[src/rtl/lbr_pkg.sv]
package lbr_pkg;

  localparam int MAX_COMP  = 16;
  localparam int FRAC_BITS = 16;
  localparam int WORD_W    = 32;
  localparam int IDX_W     = $clog2(MAX_COMP);
  localparam int CNT_W     = IDX_W + 1;
  localparam int DIV_W     = WORD_W + FRAC_BITS;
  localparam int PROD_W    = 66;
  localparam int ENTRY_W   = 3 * WORD_W + 3 * (WORD_W - 1) + 1;

  localparam logic signed [WORD_W-1:0] ONE_FX = WORD_W'(1 << FRAC_BITS);

  localparam logic [1:0] ST_OK   = 2'd0;
  localparam logic [1:0] ST_SAT  = 2'd1;
  localparam logic [1:0] ST_ZCAP = 2'd2;

  typedef enum logic [3:0] {
    S_IDLE, S_DIV, S_DIV_END, S_EV_ADDR, S_EV_DATA,
    S_MUL1, S_MUL2, S_MUL3, S_MUL4, S_MUL5, S_FINISH
  } state_t;

  typedef enum logic [2:0] {
    MOP_NONE, MOP_KA_C, MOP_T1_CAP, MOP_T2_S, MOP_KD_Q, MOP_TF_RATE
  } mop_t;

  typedef struct packed {
    logic load;
    logic div_step;
    logic div_end;
    mop_t mop;
    logic emit;
    logic next_idx;
    logic clear_eval;
  } cmd_t;

  typedef struct packed {
    logic need_div;
    logic div_done;
    logic last;
    logic idx_end;
    logic binds;
  } stat_t;

  function automatic logic signed [WORD_W-1:0] sat32(input logic signed [63:0] v);
    if (v > 64'sd2147483647) return 32'sh7fffffff;
    if (v < -64'sd2147483648) return 32'sh80000000;
    return v[WORD_W-1:0];
  endfunction

  function automatic logic ovf32(input logic signed [63:0] v);
    return (v > 64'sd2147483647) || (v < -64'sd2147483648);
  endfunction

endpackage

[src/rtl/lbr_ctrl.sv]
module lbr_ctrl import lbr_pkg::*; (
  input  logic  clk,
  input  logic  rst,
  input  logic  start,
  input  stat_t st,
  output logic  busy,
  output cmd_t  cmd
);

  state_t state, state_next;

  always_ff @(posedge clk) begin
    if (rst) state <= S_IDLE;
    else state <= state_next;
  end

  // next state
  always_comb begin
    state_next = state;
    case (state)
      S_IDLE: begin
        if (start) begin
          if (st.need_div) state_next = S_DIV;
          else if (st.last) state_next = S_EV_ADDR;
        end
      end
      S_DIV:     if (st.div_done) state_next = S_DIV_END;
      S_DIV_END: state_next = st.last ? S_EV_ADDR : S_IDLE;
      S_EV_ADDR: state_next = st.idx_end ? S_FINISH : S_EV_DATA;
      S_EV_DATA: state_next = st.binds ? S_MUL1 : S_EV_ADDR;
      S_MUL1:    state_next = S_MUL2;
      S_MUL2:    state_next = S_MUL3;
      S_MUL3:    state_next = S_MUL4;
      S_MUL4:    state_next = S_MUL5;
      S_MUL5:    state_next = S_EV_ADDR;
      S_FINISH:  state_next = S_IDLE;
      default:   state_next = S_IDLE;
    endcase
  end

  // outputs
  always_comb begin
    cmd  = '0;
    cmd.mop = MOP_NONE;
    busy = (state != S_IDLE);
    case (state)
      S_IDLE:    cmd.load = start;
      S_DIV:     cmd.div_step = 1'b1;
      S_DIV_END: cmd.div_end = 1'b1;
      S_EV_ADDR: ;
      S_EV_DATA: begin
        if (st.binds) cmd.mop = MOP_KA_C;
        else cmd.next_idx = 1'b1;
      end
      S_MUL1:    cmd.mop = MOP_T1_CAP;
      S_MUL2:    cmd.mop = MOP_T2_S;
      S_MUL3:    cmd.mop = MOP_KD_Q;
      S_MUL4:    cmd.mop = MOP_TF_RATE;
      S_MUL5: begin
        cmd.emit     = 1'b1;
        cmd.next_idx = 1'b1;
      end
      S_FINISH:  cmd.clear_eval = 1'b1;
      default: ;
    endcase
  end

endmodule

[config.mk]
export PLATFORM = sky130hd
export DESIGN_NAME = lbr_ctrl
export DESIGN_NICKNAME = d
export VERILOG_FILES = /design/src/rtl/lbr_pkg.sv /design/src/rtl/lbr_ctrl.sv
export SDC_FILE = /design/constraint.sdc
export NUM_CORES = 1
export LEC_CHECK = 0
export ABC_AREA = 1
export BUFFER_PORTS_ARGS = -buffer_cell sky130_fd_sc_hd__buf_4
export CORE_AREA = 4 4 41 43
export DETAILED_ROUTE_END_ITERATION = 16
export DIE_AREA = 0 0 45 47
export PLACE_DENSITY = 0.61
export SLEW_MARGIN = 20
export SYNTH_ARGS = -nofsm -noshare
export SYNTH_HDL_FRONTEND = slang
export SYNTH_SLANG_ARGS = --single-unit
[constraint.sdc]
create_clock -name clk -period 1.7 [get_ports clk]
set_clock_uncertainty 0.1 [all_clocks]
set_input_delay 0.34 -clock clk [delete_from_list [all_inputs] [get_ports clk]]
set_output_delay 0.34 -clock clk [all_outputs]
set_load 0.02 [all_outputs]
# Word-level counts from Yosys, hierarchy flattened
# Cells that the tools add are included.
dict set report totals {
  inputBits 8
  out_inout_bits 10
  ff_bits 4
}
dict set report op_classes {
  eq_ne 13
  reduce_logical 3
  muxes 17
}
# cell count
set ops {}
lappend ops {{$pmux W4 S10} 1}
lappend ops {{$mux W4} 5}
lappend ops {{$eq A4 B3 Y1 const B} 4}
lappend ops {{$pmux W3 S5} 1}
lappend ops {{$eq A4 B4 Y1 const B} 3}
lappend ops {{$eq A4 B2 Y1 const B} 2}
lappend ops {{$mux W1} 7}
lappend ops {{$eq A4 B1 Y1 const B} 1}
lappend ops {{$logic_not A4 Y1} 1}
lappend ops {{$ne A2 B2 Y1 const B} 2}
lappend ops {{$reduce_bool A4 Y1} 1}
lappend ops {{$mux W3} 1}
lappend ops {{$ne A3 B3 Y1 const B} 1}
lappend ops {{$reduce_and A3 Y1} 1}
lappend ops {{$mux W2} 1}
lappend ops {{$pmux W1 S2} 1}

# Logic depth before layout (Yosys ltp)
dict set report logic_depth {
  word_depth 4
  depth_mapped 7
}

# Worst setup path after synthesis
# No wires, ideal clock.
dict set report synth_timing {
  kind {reg2out}
  startpoint {reg state[1]}
  endpoint {out cmd[8] (netlist name)}
  arrival_ps 975
  required_time_ps 1260
  path_buffers 0
  path_stages_with_launch 4
  setup_slack_ps 285
  cell_sequence {dfxtp_1 > nor2_2 > nand2_4 > nor2_1}
}
# item line
set synth_rtl {}
lappend synth_rtl {{start, declared} lbr_ctrl.sv:10} ;# state_t state, state_next;
lappend synth_rtl {{start signal, assigned} lbr_ctrl.sv:14} ;# else state <= state_next;
lappend synth_rtl {{end, declared} lbr_ctrl.sv:7} ;# output cmd_t cmd

==> impl_metrics.yaml <==
clock_network:
  clk_latency_ns: 0.23
  cts_buffer_depth: 2
  cts_buffers: 3
  htreeDepth: 1
  cts.sinks: 4
  cts_tree: "yes"
  ctsRootBufferMaster: "clkbuf_4"
  clk_pin_slew_ns: 0.04
timing:
  drv_slew: 0
  worstMarginPinSlew_ns: 0.219
  setup_viol: 0
  final_hold_viol_count: 0
  timing.slew.headroom: 0.854
  clock.fmax_ghz: 0.617
  finalCriticalPeriod_ns: 1.62
  fin_hold_ws_ns: 0.166
  fin_ws_ns: 0.0790
  fin_crit_sh: 0.954
logic_synthesis:
  post-synth-top-count-cell: "nand2_1"
  synth.top_cells.by_area: "dfxtp_1, nand2_1, nor2_1"
  syn_nets: 77
  synth_cell_types: 19
  synth_edf_count: 0
  yosysSeqAreaShare: 0.204
  synth_area_per_cell_um2: 5.69
  synth_commonest_cells: "nand2_1, nor2_1, inv_1"
  synth_top_area_cell: "dfxtp_1"
  synthCells: 69
  ys_seq_elements: 4
  yosys_warnings: 0
  syn_area_um2: 393
  async_flop_share: 0
  synth-main-ff-cell: "dfxtp_1"
  synth_top_area_frac: 0.204
placed_design:
  io_buffers: 17
  place_ws_ns: 0.240
  routabilityCongestion: 0.806
  dp_hpwl_um: 828
worst_setup_path:
  cp_slowest_stage_delay_ns: 0.37
  path_common_cell: "nand2_1"
  path_buf_inv: 2
  crit_type: "register to output port"
  reg2reg_to: "state[0]"
  critical_path.startpoint: "state[0]"
  crit_path_start_kind: "register"
  crit_fanout: 7
  rr_worst_depth: 7
  crit_chain: "inv_4 -> nand2_1 -> nor2_2 -> nand2_1 -> o211ai_1 -> buf_4"
  cp-end-kind: "output port"
  worst-endpoint-arrival_ns: 1.18
  rr_startpoint: "state[1]"
  cp_top_family: "flip-flops"
  r2r_slack_ns: 0.54
  worstPathRequired_ns: 1.26
  crit_cells: 6
  critPathSlowestCell: "dfxtp_4"
pwr:
  power_density_nw_per_um2: 1380
  vdd_drop_max_mv: 0.629
  power_leakage_nw: 0.347
cells_and_area:
  drive_gt1_frac: 0.489
  final_nets: 100
  regMostFlops: "state"
  antenna_cells: 0
  synthToLayoutAreaGrowth_pct: 51.3
  largest_register_ffs: 4
  reg_top3: "state (4)"
  fillCellCount: 141
job:
  maxCapViolations: 0
worst_hold_path:
  min_from: "rst"
  hp-class: "input port to register"
  min_delay_path_depth: 2
  whs_endpoint: "state[0]"
drt:
  wirelength_um: 982
  drtPass1Iterations: 4
  routedWlPerCell_um: 9.35
  drtIter0Drc: 6
  avgViaCountPerCell: 4.56
  antenna_left: 0
  vias: 479
  drcViolationCount: 0
die:
  dieArea_um2: 2120
  die_w_um: 45
  initial_core_util: 0.302
  die-height_um: 47
  ios: 18
  core.rowCount: 13
  core_area_um2: 1300
global_route:
  grt_use_total: 0.0955
  gr-total-overflow: 0
  antenna_found_initial: 0
  grt_pass1_wl_mm: 1.41
  grt_pass1_vias: 369
  grt_max_degree: 8
status:
  status: "finished clean"
metal layers:
layer | GRT usage | vias to the layer above | wire length, um
met5 | 0 | - | 0
met4 | 0.0702 | 0 | 14
met3 | 0.0192 | 2 | 80
met2 | 0.144 | 16 | 478
met1 | 0.120 | 205 | 408
li1 | - | 256 | -
cell usage in the layout (no fill, tap or decap):
| cell type | count |
|---|---|
| o211ai_1 | 1 |
| o21ai_1 | 3 |
| a21oi_2 | 1 |
| dfxtp_4 | 2 |
| nor2_2 | 3 |
| nand2_1 | 15 |
| nand2_2 | 5 |
| or2_2 | 1 |
| inv_2 | 3 |
| o21ai_0 | 1 |
| nand2_4 | 1 |
| clkbuf_4 | 3 |
| buf_4 | 18 |
| nand3_1 | 5 |
| nand3b_1 | 1 |
| nor2_1 | 9 |
| inv_4 | 2 |
| nand4_1 | 1 |
| nor2_4 | 2 |
| nor3_1 | 1 |
| inv_1 | 9 |
| dfxtp_2 | 2 |
| nand3_2 | 1 |
where the power goes:
group	switching, W	internal (W)	total [W]
Clock	0.0000364	0.0000788	0.000115
Sequential	0.0000605	0.000131	0.000191
Combinational	0.000306	0.000207	0.000514
how the worst max path moves through the flow:
stage	endpoint
final	cmd[3]
after global routing	cmd[1]
after CTS	cmd[3]
after detailed placement	cmd[3]
after global placement	cmd[3]
after floorplan	cmd[8]
what timing repair did:
| action | 4_1_cts | 5_1_grt |
|---|---|---|
| endpoints found under the hold margin | 0 | 0 |
| buffers inserted | 0 | 1 |
| hold buffers | 0 | 0 |
| gates resized for setup | 3 | 9 |
| pin swaps | 0 | 0 |
| setup endpoints to repair | 1 | 4 |
per-stage QoR:
stage               instance area, um2  TNS, ns  total power, W  utilization  cells
global placement                   539        0        0.000655        0.414    101
detailed placement                 539        0        0.000653        0.414    101
CTS                                569        0        0.000794        0.438    104
floorplan                          393        0        0.000500            -     69
global route                       594  -0.0343        0.000903        0.457    105
finish                             594        0        0.000820        0.457    105
layout make-up:
class,count,area (um2),share of cell area
Tap cell,15,18.8,0.0316
Inverter,14,57.6,0.0968
Timing Repair Buffer,18,135,0.227
Multi-Input combinational cell,51,270,0.455
Sequential cell,4,90.1,0.152
Clock buffer,3,22.5,0.0379
cells by family (layout without fill, tap and decap cells):
group,Yosys count,count (layout),share of synthesized area
simple gates,45,45,0.570
buf+inv,14,35,0.134
compound gates,6,6,0.0923
flops,4,4,0.204
Note: power is estimated with default switching activity, not from simulation.
